File: src/hdl/hslrgb_pkg.sv
// ----------------------------------------------------------------------------
// HSL to RGB converter package
// Shared fraction format, payload structs, sextant codes and the pipeline
// control struct used by the converter and its valid/ready control.
// ----------------------------------------------------------------------------
`default_nettype none

package hslrgb_pkg;

  // Fraction width; the all-ones code stands for 1.0
  localparam int unsigned FRAC_BITS  = 16;
  localparam int unsigned NUM_STAGES = 7;
  localparam int unsigned SEXT_W     = 3;

  typedef logic [FRAC_BITS-1:0]   frac_t;
  typedef logic [2*FRAC_BITS-1:0] prod_t;

  localparam frac_t FRAC_ONE = {FRAC_BITS{1'b1}};
  // Rounding bias for a product: half of one, rounded down
  localparam prod_t PROD_HALF = prod_t'(FRAC_ONE >> 1);

  typedef struct packed {
    frac_t hue;
    frac_t saturation;
    frac_t lightness;
  } hsl_t;

  typedef struct packed {
    frac_t red;
    frac_t green;
    frac_t blue;
  } rgb_t;

  // Hexcone sextants, named by the hue span they cover
  typedef enum logic [SEXT_W-1:0] {
    SEXT_RED_YEL = 3'd0,
    SEXT_YEL_GRN = 3'd1,
    SEXT_GRN_CYN = 3'd2,
    SEXT_CYN_BLU = 3'd3,
    SEXT_BLU_MAG = 3'd4,
    SEXT_MAG_RED = 3'd5
  } sextant_e;

  localparam logic [SEXT_W-1:0] NUM_SEXTANTS = 3'd6;

  typedef struct packed {
    logic [NUM_STAGES-1:0] load;   // stage register takes new data
    logic [NUM_STAGES-1:0] valid;  // stage register holds a transaction
  } pipe_ctrl_t;

  // Divide by the all-ones code, floor. Valid for any x below 2^FRAC_BITS * ONE.
  // x = q0*2^N + b gives x - q0*ONE = b + q0, at most twice ONE.
  function automatic frac_t div_by_one(prod_t x);
    logic [FRAC_BITS:0] q0;
    logic [FRAC_BITS:0] r0;
    logic [FRAC_BITS:0] q;
    q0 = {1'b0, x[2*FRAC_BITS-1:FRAC_BITS]};
    r0 = {1'b0, x[FRAC_BITS-1:0]} + q0;
    q  = q0;
    if (r0 >= {1'b0, FRAC_ONE}) begin
      q = q + 1'b1;
    end
    if (r0 == {FRAC_ONE, 1'b0}) begin
      q = q + 1'b1;
    end
    return q[FRAC_BITS-1:0];
  endfunction

endpackage

`default_nettype wire

File: src/hdl/hslrgb_pipe_ctrl.sv
// ----------------------------------------------------------------------------
// HSL to RGB pipeline control
// Per-stage valid bits and load enables; a stage takes new data when it is
// empty or its contents move on, so stalls only back up as far as needed.
// ----------------------------------------------------------------------------
`default_nettype none

module hslrgb_pipe_ctrl (
  input  wire                     clk_i,
  input  wire                     rst_ni,
  input  wire                     in_valid_i,
  output logic                    in_ready_o,
  input  wire                     out_ready_i,
  output hslrgb_pkg::pipe_ctrl_t  ctrl_o
);

  localparam int unsigned S = hslrgb_pkg::NUM_STAGES;

  logic [S-1:0] valid_q;
  logic [S-1:0] valid_d;
  logic [S:0]   ready;
  logic [S-1:0] up_valid;

  always_comb begin
    ready[S] = out_ready_i;
    for (int k = S - 1; k >= 0; k--) begin
      ready[k] = !valid_q[k] || ready[k+1];
    end
  end

  assign up_valid = {valid_q[S-2:0], in_valid_i};

  always_comb begin
    for (int k = 0; k < S; k++) begin
      valid_d[k] = ready[k] ? up_valid[k] : valid_q[k];
    end
  end

  always_ff @(posedge clk_i or negedge rst_ni) begin
    if (!rst_ni) begin
      valid_q <= '0;
    end else begin
      valid_q <= valid_d;
    end
  end

  assign in_ready_o   = ready[0];
  assign ctrl_o.load  = ready[S-1:0] & up_valid;
  assign ctrl_o.valid = valid_q;

endmodule

`default_nettype wire

File: src/hdl/hsl_to_rgb_converter.sv
// ----------------------------------------------------------------------------
// HSL to RGB converter
// Converts one hue/saturation/lightness transaction into one red/green/blue
// transaction, all channels unsigned fractions with all-ones meaning 1.0.
// ----------------------------------------------------------------------------
// Usage:
//   Input channel in_valid_i/in_ready_o carries hue, saturation, lightness
//   in in_data_i. Output channel out_valid_o/out_ready_i carries red, green,
//   blue in out_data_o. Each input transaction gives exactly one result, in
//   order.
//   Pipeline: the first stage loads on the input acceptance edge; seven
//   register stages (product, rounding division, maximum, minimum/span,
//   ramp product, ramp rounding, channel routing) lie between the input and
//   out_valid_o.
//   Throughput: one transaction per cycle while out_ready_i stays high; the
//   two 16x16 multipliers each sit alone in their stage.
//   Stalls: when out_ready_i is low the last stage holds its result and
//   earlier stages keep filling bubbles; in_ready_o drops only once every
//   stage holds a transaction.
//   Reset: rst_ni clears all valid bits, so the pipeline comes up empty and
//   ready; data registers are not reset.
// ----------------------------------------------------------------------------
`default_nettype none

module hsl_to_rgb_converter (
  input  wire                 clk_i,
  input  wire                 rst_ni,
  input  wire                 in_valid_i,
  output logic                in_ready_o,
  input  wire hslrgb_pkg::hsl_t in_data_i,
  output logic                out_valid_o,
  input  wire                 out_ready_i,
  output hslrgb_pkg::rgb_t    out_data_o
);

  localparam int unsigned N = hslrgb_pkg::FRAC_BITS;

  typedef hslrgb_pkg::frac_t    frac_t;
  typedef hslrgb_pkg::prod_t    prod_t;
  typedef hslrgb_pkg::sextant_e sextant_e;

  // Stage payloads
  typedef struct packed {
    prod_t    ls_prod;
    frac_t    l;
    frac_t    s;
    sextant_e sext;
    frac_t    rem;
  } st1_t;

  typedef struct packed {
    frac_t    ls;
    frac_t    l;
    frac_t    s;
    sextant_e sext;
    frac_t    rem;
  } st2_t;

  typedef struct packed {
    frac_t    v;
    frac_t    l;
    sextant_e sext;
    frac_t    rem;
  } st3_t;

  typedef struct packed {
    frac_t    v;
    frac_t    m;
    frac_t    d;
    logic     gray;
    frac_t    l;
    sextant_e sext;
    frac_t    rem;
  } st4_t;

  typedef struct packed {
    prod_t    dr_prod;
    frac_t    v;
    frac_t    m;
    frac_t    d;
    logic     gray;
    frac_t    l;
    sextant_e sext;
  } st5_t;

  typedef struct packed {
    frac_t    ramp;
    frac_t    v;
    frac_t    m;
    logic     gray;
    frac_t    l;
    sextant_e sext;
  } st6_t;

  hslrgb_pkg::pipe_ctrl_t ctrl;

  st1_t             s1_d, s1_q;
  st2_t             s2_d, s2_q;
  st3_t             s3_d, s3_q;
  st4_t             s4_d, s4_q;
  st5_t             s5_d, s5_q;
  st6_t             s6_d, s6_q;
  hslrgb_pkg::rgb_t s7_d, s7_q;

  hslrgb_pipe_ctrl u_ctrl (
    .clk_i       (clk_i),
    .rst_ni      (rst_ni),
    .in_valid_i  (in_valid_i),
    .in_ready_o  (in_ready_o),
    .out_ready_i (out_ready_i),
    .ctrl_o      (ctrl)
  );

  // --------------------------------------------------------------------------
  // Stage 1: l*s product; split hue*6 into sextant and remainder.
  // hue*6 = q0*2^N + b, so hue*6 - q0*ONE = b + q0, needing one correction.
  // --------------------------------------------------------------------------
  logic [N+2:0]                 h6;
  logic [hslrgb_pkg::SEXT_W-1:0] h_q0;
  logic [hslrgb_pkg::SEXT_W-1:0] h_sext;
  logic [N:0]                   h_r0;

  always_comb begin
    h6   = ({3'b000, in_data_i.hue} << 2) + ({3'b000, in_data_i.hue} << 1);
    h_q0 = h6[N+2:N];
    h_r0 = {1'b0, h6[N-1:0]} + {{(N-2){1'b0}}, h_q0};
    if (h_r0 >= {1'b0, hslrgb_pkg::FRAC_ONE}) begin
      h_sext   = h_q0 + 1'b1;
      s1_d.rem = frac_t'(h_r0 - {1'b0, hslrgb_pkg::FRAC_ONE});
    end else begin
      h_sext   = h_q0;
      s1_d.rem = h_r0[N-1:0];
    end
    // Full-turn hue lands on sextant six; wrap it to the first sextant
    if (h_sext >= hslrgb_pkg::NUM_SEXTANTS) begin
      s1_d.sext = hslrgb_pkg::SEXT_RED_YEL;
    end else begin
      s1_d.sext = sextant_e'(h_sext);
    end
    s1_d.ls_prod = prod_t'(in_data_i.lightness) * prod_t'(in_data_i.saturation);
    s1_d.l       = in_data_i.lightness;
    s1_d.s       = in_data_i.saturation;
  end

  // --------------------------------------------------------------------------
  // Stage 2: round l*s to a fraction
  // --------------------------------------------------------------------------
  always_comb begin
    s2_d.ls   = hslrgb_pkg::div_by_one(s1_q.ls_prod + hslrgb_pkg::PROD_HALF);
    s2_d.l    = s1_q.l;
    s2_d.s    = s1_q.s;
    s2_d.sext = s1_q.sext;
    s2_d.rem  = s1_q.rem;
  end

  // --------------------------------------------------------------------------
  // Stage 3: maximum channel v, saturated at one.
  // l at most one half is exactly a clear top bit of l.
  // --------------------------------------------------------------------------
  logic [N:0] v_w;
  logic [N:0] ls_sum;

  always_comb begin
    ls_sum = {1'b0, s2_q.l} + {1'b0, s2_q.s};
    if (!s2_q.l[N-1]) begin
      v_w = {1'b0, s2_q.l} + {1'b0, s2_q.ls};
    end else if (ls_sum > {1'b0, s2_q.ls}) begin
      v_w = ls_sum - {1'b0, s2_q.ls};
    end else begin
      v_w = '0;
    end
    s3_d.v    = (v_w > {1'b0, hslrgb_pkg::FRAC_ONE}) ? hslrgb_pkg::FRAC_ONE : v_w[N-1:0];
    s3_d.l    = s2_q.l;
    s3_d.sext = s2_q.sext;
    s3_d.rem  = s2_q.rem;
  end

  // --------------------------------------------------------------------------
  // Stage 4: minimum m = 2l - v, clamped to 0..v; span d = v - m
  // --------------------------------------------------------------------------
  logic [N:0] two_l;
  logic [N:0] m_w;

  always_comb begin
    two_l = {s3_q.l, 1'b0};
    m_w   = (two_l > {1'b0, s3_q.v}) ? two_l - {1'b0, s3_q.v} : '0;
    s4_d.m    = (m_w > {1'b0, s3_q.v}) ? s3_q.v : m_w[N-1:0];
    s4_d.d    = s3_q.v - s4_d.m;
    s4_d.gray = (s3_q.v == '0);
    s4_d.v    = s3_q.v;
    s4_d.l    = s3_q.l;
    s4_d.sext = s3_q.sext;
    s4_d.rem  = s3_q.rem;
  end

  // --------------------------------------------------------------------------
  // Stage 5: ramp product d * remainder
  // --------------------------------------------------------------------------
  always_comb begin
    s5_d.dr_prod = prod_t'(s4_q.d) * prod_t'(s4_q.rem);
    s5_d.v       = s4_q.v;
    s5_d.m       = s4_q.m;
    s5_d.d       = s4_q.d;
    s5_d.gray    = s4_q.gray;
    s5_d.l       = s4_q.l;
    s5_d.sext    = s4_q.sext;
  end

  // --------------------------------------------------------------------------
  // Stage 6: round the ramp and clamp it to the span
  // --------------------------------------------------------------------------
  frac_t ramp_w;

  always_comb begin
    ramp_w    = hslrgb_pkg::div_by_one(s5_q.dr_prod + hslrgb_pkg::PROD_HALF);
    s6_d.ramp = (ramp_w > s5_q.d) ? s5_q.d : ramp_w;
    s6_d.v    = s5_q.v;
    s6_d.m    = s5_q.m;
    s6_d.gray = s5_q.gray;
    s6_d.l    = s5_q.l;
    s6_d.sext = s5_q.sext;
  end

  // --------------------------------------------------------------------------
  // Stage 7: rising and falling ramps, routed to channels by sextant.
  // Both ramps stay within m..v, so no output saturation is needed.
  // --------------------------------------------------------------------------
  frac_t up;
  frac_t down;

  always_comb begin
    up   = s6_q.m + s6_q.ramp;
    down = s6_q.v - s6_q.ramp;
    unique case (s6_q.sext)
      hslrgb_pkg::SEXT_RED_YEL: s7_d = '{red: s6_q.v, green: up,     blue: s6_q.m};
      hslrgb_pkg::SEXT_YEL_GRN: s7_d = '{red: down,   green: s6_q.v, blue: s6_q.m};
      hslrgb_pkg::SEXT_GRN_CYN: s7_d = '{red: s6_q.m, green: s6_q.v, blue: up};
      hslrgb_pkg::SEXT_CYN_BLU: s7_d = '{red: s6_q.m, green: down,   blue: s6_q.v};
      hslrgb_pkg::SEXT_BLU_MAG: s7_d = '{red: up,     green: s6_q.m, blue: s6_q.v};
      default:                  s7_d = '{red: s6_q.v, green: s6_q.m, blue: down};
    endcase
    // Zero maximum: gray at lightness
    if (s6_q.gray) begin
      s7_d = '{red: s6_q.l, green: s6_q.l, blue: s6_q.l};
    end
  end

  // --------------------------------------------------------------------------
  // Stage registers: advance only on load; hold otherwise
  // --------------------------------------------------------------------------
  always_ff @(posedge clk_i) begin
    if (ctrl.load[0]) begin
      s1_q <= s1_d;
    end
    if (ctrl.load[1]) begin
      s2_q <= s2_d;
    end
    if (ctrl.load[2]) begin
      s3_q <= s3_d;
    end
    if (ctrl.load[3]) begin
      s4_q <= s4_d;
    end
    if (ctrl.load[4]) begin
      s5_q <= s5_d;
    end
    if (ctrl.load[5]) begin
      s6_q <= s6_d;
    end
    if (ctrl.load[6]) begin
      s7_q <= s7_d;
    end
  end

  assign out_valid_o = ctrl.valid[hslrgb_pkg::NUM_STAGES-1];
  assign out_data_o  = s7_q;

  // --------------------------------------------------------------------------
  // Assertions
  // --------------------------------------------------------------------------
  // Every transaction in flight is counted once: occupancy changes by input
  // transactions minus output transactions.
  a_occupancy: assert property (@(posedge clk_i) disable iff (!rst_ni)
    $past(rst_ni) |->
      ($countones(ctrl.valid) + $past(int'(out_valid_o && out_ready_i)) ==
       $past($countones(ctrl.valid)) + $past(int'(in_valid_i && in_ready_o))))
    else $error("pipeline occupancy does not match transaction count");

  // A full pipeline with a stalled receiver must refuse input
  a_full_stall: assert property (@(posedge clk_i) disable iff (!rst_ni)
    ((&ctrl.valid) && !out_ready_i) |-> !in_ready_o)
    else $error("input accepted while pipeline full and stalled");

  // An accepted input occupies the first stage on the next cycle
  a_first_stage: assert property (@(posedge clk_i) disable iff (!rst_ni)
    (in_valid_i && in_ready_o) |=> ctrl.valid[0])
    else $error("accepted transaction did not enter the first stage");

endmodule

`default_nettype wire

File: config.mk
export PLATFORM = sky130hd
export DESIGN_NAME = hsl_to_rgb_converter
export DESIGN_NICKNAME = d
export VERILOG_FILES = /design/src/hdl/hslrgb_pkg.sv /design/src/hdl/hslrgb_pipe_ctrl.sv /design/src/hdl/hsl_to_rgb_converter.sv
export SDC_FILE = /design/constraint.sdc
export NUM_CORES = 2
export LEC_CHECK = 0
export BUFFER_PORTS_ARGS = -buffer_cell sky130_fd_sc_hd__buf_2
export CELL_PAD_IN_SITES_DETAIL_PLACEMENT = 0
export CELL_PAD_IN_SITES_GLOBAL_PLACEMENT = 1
export CORE_MARGIN = 4
export CORE_UTILIZATION = 52
export DETAILED_ROUTE_END_ITERATION = 16
export GPL_ROUTABILITY_DRIVEN = 0
export MAX_ROUTING_LAYER = met4
export PLACE_DENSITY = 0.89
export RECOVER_POWER = 50
export SYNTH_ARGS = -nofsm -noshare
export SYNTH_HDL_FRONTEND = slang
export SYNTH_SLANG_ARGS = --single-unit
File: constraint.sdc
create_clock -name clk_i -period 11.9 [get_ports clk_i]
set_clock_uncertainty 0.15 [all_clocks]
set_input_delay 2.38 -clock clk_i [delete_from_list [all_inputs] [get_ports clk_i]]
set_output_delay 2.38 -clock clk_i [all_outputs]
set_load 0.02 [all_outputs]
Yosys cells after proc, flatten, opt, wreduce, memory -nomap -nowiden --
Cells that the tools add are included. Widths: inputs -> output; s select.
Word-level totals: register bits 508, logic and storage cells 110, bits of input ports 52, output and inout port bits 50
Operators by class: multiply operators 2, equality and inequality tests 6, add/sub/neg operators 19, reductions and logical operators 16, muxes and demuxes 13, magnitude comparators 9, bitwise operators 1
Operators with widths (number):
- $pmux 48 s5 | 1
- $mux 16 | 7
- $add 16x16->17 | 4
- $add 16x1->16 const B | 4
- $add 32x15->32 const B | 2
- $mul 16x16->32 | 2
- $ge 17x16->1 const B | 3
- $gt 17x16->1 | 3
- $mux 17 | 3
- $mux 48 | 1
- $eq 17x17->1 const B | 2
- $sub 17x16->17 | 2
- $sub 16x16->16 | 2
- $add 18x17->19 | 1
- $add 16x3->17 | 1
- $gt 17x16->1 const B | 1
- $add 16x16->16 | 1
- $gt 16x16->1 | 1
- $logic_not 16->1 | 1
- $sub 16x16->16 const B | 1
- $and 7x7->7 | 1
- $logic_not 1->1 | 7
- $logic_or 1x1->1 | 7
- $eq 3x2->1 const B | 2
- 6 further kinds | 6

Depth between registers and ports, before layout --
word-level depth 9, gate-level depth with buffers 48, gate-level depth less buffers 44

Hierarchy --
Synthesis repeated with hierarchy kept, for this count alone.
Second synthesis, totals: cells, all modules 4609, area total of the unflattened synthesis 46497.1 um^2
By module, submodules not included:
- hsl_to_rgb_converter | cells an instance 4579, instances 1, area an instance 46154.3 um^2, seq. area each 15044.4 um^2
- hslrgb_pipe_ctrl | cells an instance 30, instances 1, area an instance 342.8 um^2, seq. area each 175.2 um^2

Worst setup path before layout --
OpenSTA, ideal clock, no wires.
path type reg2reg, from reg s3_q[36] (netlist bit), to reg s4_q[50] (netlist bit), data pin, path slack 3.166 ns, path buffers 4, period minus slack after synthesis 8.734 ns, stages on the path, launching flop included 49, data required time 11.492 ns, setup time 0.258 ns, arrival time 8.327 ns, path through edfxtp_1 -> inv_1 -> ha_1 -> nor2b_1 -> o21ai_0 -> a21boi_0 -> o21ai_0 -> a21boi_0 -> o21ai_0 -> a21boi_0 -> o21ai_0 -> a211oi_1 -> nor4b_1 -> or2_2 -> clkbuf_1 -> clkbuf_1 -> nor2_1 -> ha_1 -> [13 not listed] -> buf_1 -> nor2_1 -> a21o_1 -> fa_1 -> nor2b_1 -> o21ai_0 -> a21boi_0 -> o21ai_0 -> a21boi_0 -> o21ai_0 -> a21boi_0 -> o21ai_0 -> a21boi_0 -> o21ai_0 -> nand2b_1 -> a21o_1 -> a21oi_1 -> xnor2_1
RTL lines:
- from (decl) | RTL line hsl_to_rgb_converter.sv:99 | st3_t s3_d, s3_q;
- from (signal assigned) | RTL line hsl_to_rgb_converter.sv:259 | s3_q <= s3_d;
- to (signal assigned) | RTL line hsl_to_rgb_converter.sv:262 | s4_q <= s4_d;
- to (decl) | RTL line hsl_to_rgb_converter.sv:100 | st4_t s4_d, s4_q;

==> flow_summary_export.csv <==
group,metric,value,unit
worst_hold_path,hold_path_depth,0,
cts,clk_pin_slew_worst_paths,0.06,ns
cells_and_area,diodes,0,
cts,numCtsBuffers,55,
sta,hold_viol_final,0,
synth,synth_nets,5417,
cells_and_area,nNetsFinal,5470,
synth,synth-main-ff-cell,"edfxtp_1",
floorplan,ios,102,
detailed_routing,final_antenna_net_count,0,
synth,synth.distinct_cells,96,
sta,fmax,103.0,MHz
synth,synthTopCellsByArea,"edfxtp_1 33%, fa_1 17%, ha_1 11%",
setup_path,arrival,9.93,ns
synth,syn_area,45810,sq um
synth,async_flop_share,0.01378,
cells_and_area,areaGrowthSynthToFinish,7.071,%
status,violations,"max-capacitance violations, max-slew violations",
setup_path,cp_slowest_cell,"a22oi_1",
synth,yosys.area.top_type,"edfxtp_1",
floorplan,row_count,108,
grt,track_usage,0.2449,
sta,holdWs,0.2518,ns
setup_path,path_common_cell,"a21oi_1",
detailed_routing,first_iter_violations,2132,
floorplan,start_util,0.5264,
cts,cts.sinks,508,
sta,rsz0062_at_grt,"no",
synth,ys_seq_area_frac,0.3322,
cts,cts_resized,0,
synth,synth-edff-count,501,
job,drv_cap,5,
cts,clock_latency,0.62,ns
detailed_routing,avgRoutedWirePerCell,19.11,um
synth,synth_warnings,0,
detailed_routing,finalWirelength,111.1,mm
detailed_routing,via_per_inst,5.696,
detailed_routing,drt_pass1_iterations,5,
grt,grt_first_pass_wirelength,178.4,mm
synth,syn_inst,4560,
sta,timing.final.crit_share,0.8161,
setup_path,cpPeakStageDelay,0.84,ns
setup_path,crit_path_end_kind,"flop",
floorplan,die_h,304.8,um
cts,post_cts_buffers,0,
sta,max_slew.worst_pin.slew,3.688,ns
setup_path,crit_required,12.12,ns
setup_path,path_class,"reg2reg",
setup_path,critPathMaxFanout,15,
synth,synth_common_cells,"660 x inv_1, 501 x edfxtp_1, 501 x nand2_1, 407 x ha_1, 398 x fa_1",
floorplan,dieWidth,304.8,um
sta,setup_violations,0,
placed_design,dp_hpwl,85.25,mm
cts,cts_root_buffer,"clkbuf_16",
synth,ys_seq_elements,508,
cells_and_area,drive_above_1_share,0.04100,
floorplan,core_area,87020,sq um
cells_and_area,finish.utilization,0.5636,
sta,relSlewSlack,-1.459,
detailed_routing,drc_errors,0,
floorplan,dieArea,92910,sq um
grt,grt_pass1_vias,33227,
grt,overflow,0,
cts,clockBufferDepth,3,
synth,synth.top_cell.area_share,0.3284,
sta,slew_violations,234,
setup_path,worstRegToRegCells,35,
detailed_routing,via_count,33108,
worst_hold_path,hp-class,"reg2reg",
synth,syn_area_per_cell,10.05,sq um
grt,antenna_found_initial,2,
setup_path,start_kind,"flop",
grt,grt_max_degree,87,
sta,period_needed,9.712,ns
cts,cts_tree,"yes",
cts,ctsHoldBuffers,0,
sta,fin_setup_tns,0,ns
cts,cts.htree.levels,2,
synth,yosysMostFrequentCell,"inv_1",
status,outcome,"finished with violations",
placed_design,port-buffer-count,101,
-- cell type report --
class | count | area (sq um)
clock buffer | 62 | 1403
clock inverter | 40 | 321.6
fill | 7605 | 37970
inverter | 661 | 2481
multi-input combinational | 3260 | 27630
sequential | 508 | 15220
tap | 1155 | 1445
timing repair buffer | 127 | 554.3
-- worst max-delay path: cells and delay by family (launching register included) --
family | cells | cell delay, ns
flops | 1 | 0.43
simple gates | 10 | 2.36
xor+xnor | 3 | 0.80
mux | 1 | 0.41
compound gates | 15 | 3.59
buf+inv | 3 | 0.74
fa+ha+maj | 3 | 0.95
-- per-layer routing --
metal | track usage | wire (um)
met1 | 0.3185 | 47360
met3 | 0.03194 | 7285
met4 | 0.06988 | 3431
met5 | - | 0
met2 | 0.4063 | 52990
-- final timing paths --
kind / end / from / slack [ns]
min: s6_q[35]$_DFFE_PP_ / s5_q[51]$_DFFE_PP_ / 0.25
max: s6_q[59]$_DFFE_PP_ / s5_q[72]$_DFFE_PP_ / 2.19
max reg2reg: s6_q[59]$_DFFE_PP_ / s5_q[72]$_DFFE_PP_ / 2.19
min in group asynchronous: u_ctrl.valid_q[6]$_DFFE_PN0P_ / rst_ni / 1.51
min reg2reg: s6_q[35]$_DFFE_PP_ / s5_q[51]$_DFFE_PP_ / 0.25
max in group asynchronous: u_ctrl.valid_q[1]$_DFFE_PN0P_ / rst_ni / 9.82
-- metrics by stage --
step                      worst slack (ns)  std cells  cell area (sq um)
final                                2.188       5813              49050
after detailed placement             2.379       5711              47480
after floorplan                      3.166       4560              45810
after CTS                            2.318       5813              49200
after global placement               2.547       5711              47480
after global routing                 1.120       5813              49050
-- sequential cells by signal, indices dropped and copies added, names as in the netlist --
register,cells
s4_q,84
u_ctrl.valid_q,7
s3_q,51
s2_q,67
s5_q,100
out_data_o,48
s6_q,68
s1_q,83
-- placed cells by master, fill, tap and decap left out, types with 28 or more instances in the layout --
cell       count
nand2_1      501
o21ai_0      145
a21o_1        66
inv_1        660
nor3_1        70
xnor2_1      203
nand4_1       31
ha_1         407
a21oi_1      239
clkbuf_1      92
nor2_1       253
or3_1         28
clkbuf_16     55
nand3_1       72
o21a_1        30
fa_1         398
o21bai_1      51
nand2b_1      36
xor2_1        66
edfxtp_1     501
buf_2         32
and2_1       225
-- logic make-up (layout without fill, tap and decap cells) --
logic type               Yosys count  after routing  share of synthesized area
AND/OR/NAND/NOR                 1371           1371                     0.1458
adder cells (fa/ha/maj)          805            805                     0.2851
buffers and inverters            792            890                    0.06536
AO/OA/AOI/OAI                    771            771                     0.1099
flip-flops                       508            508                     0.3322
XOR/XNOR                         270            270                    0.05178
multiplexers                      43             43                   0.009887
Power is left out: the tool's default activity adds up to more than one toggle a clock period on the data nets, which glitch-free logic cannot reach.
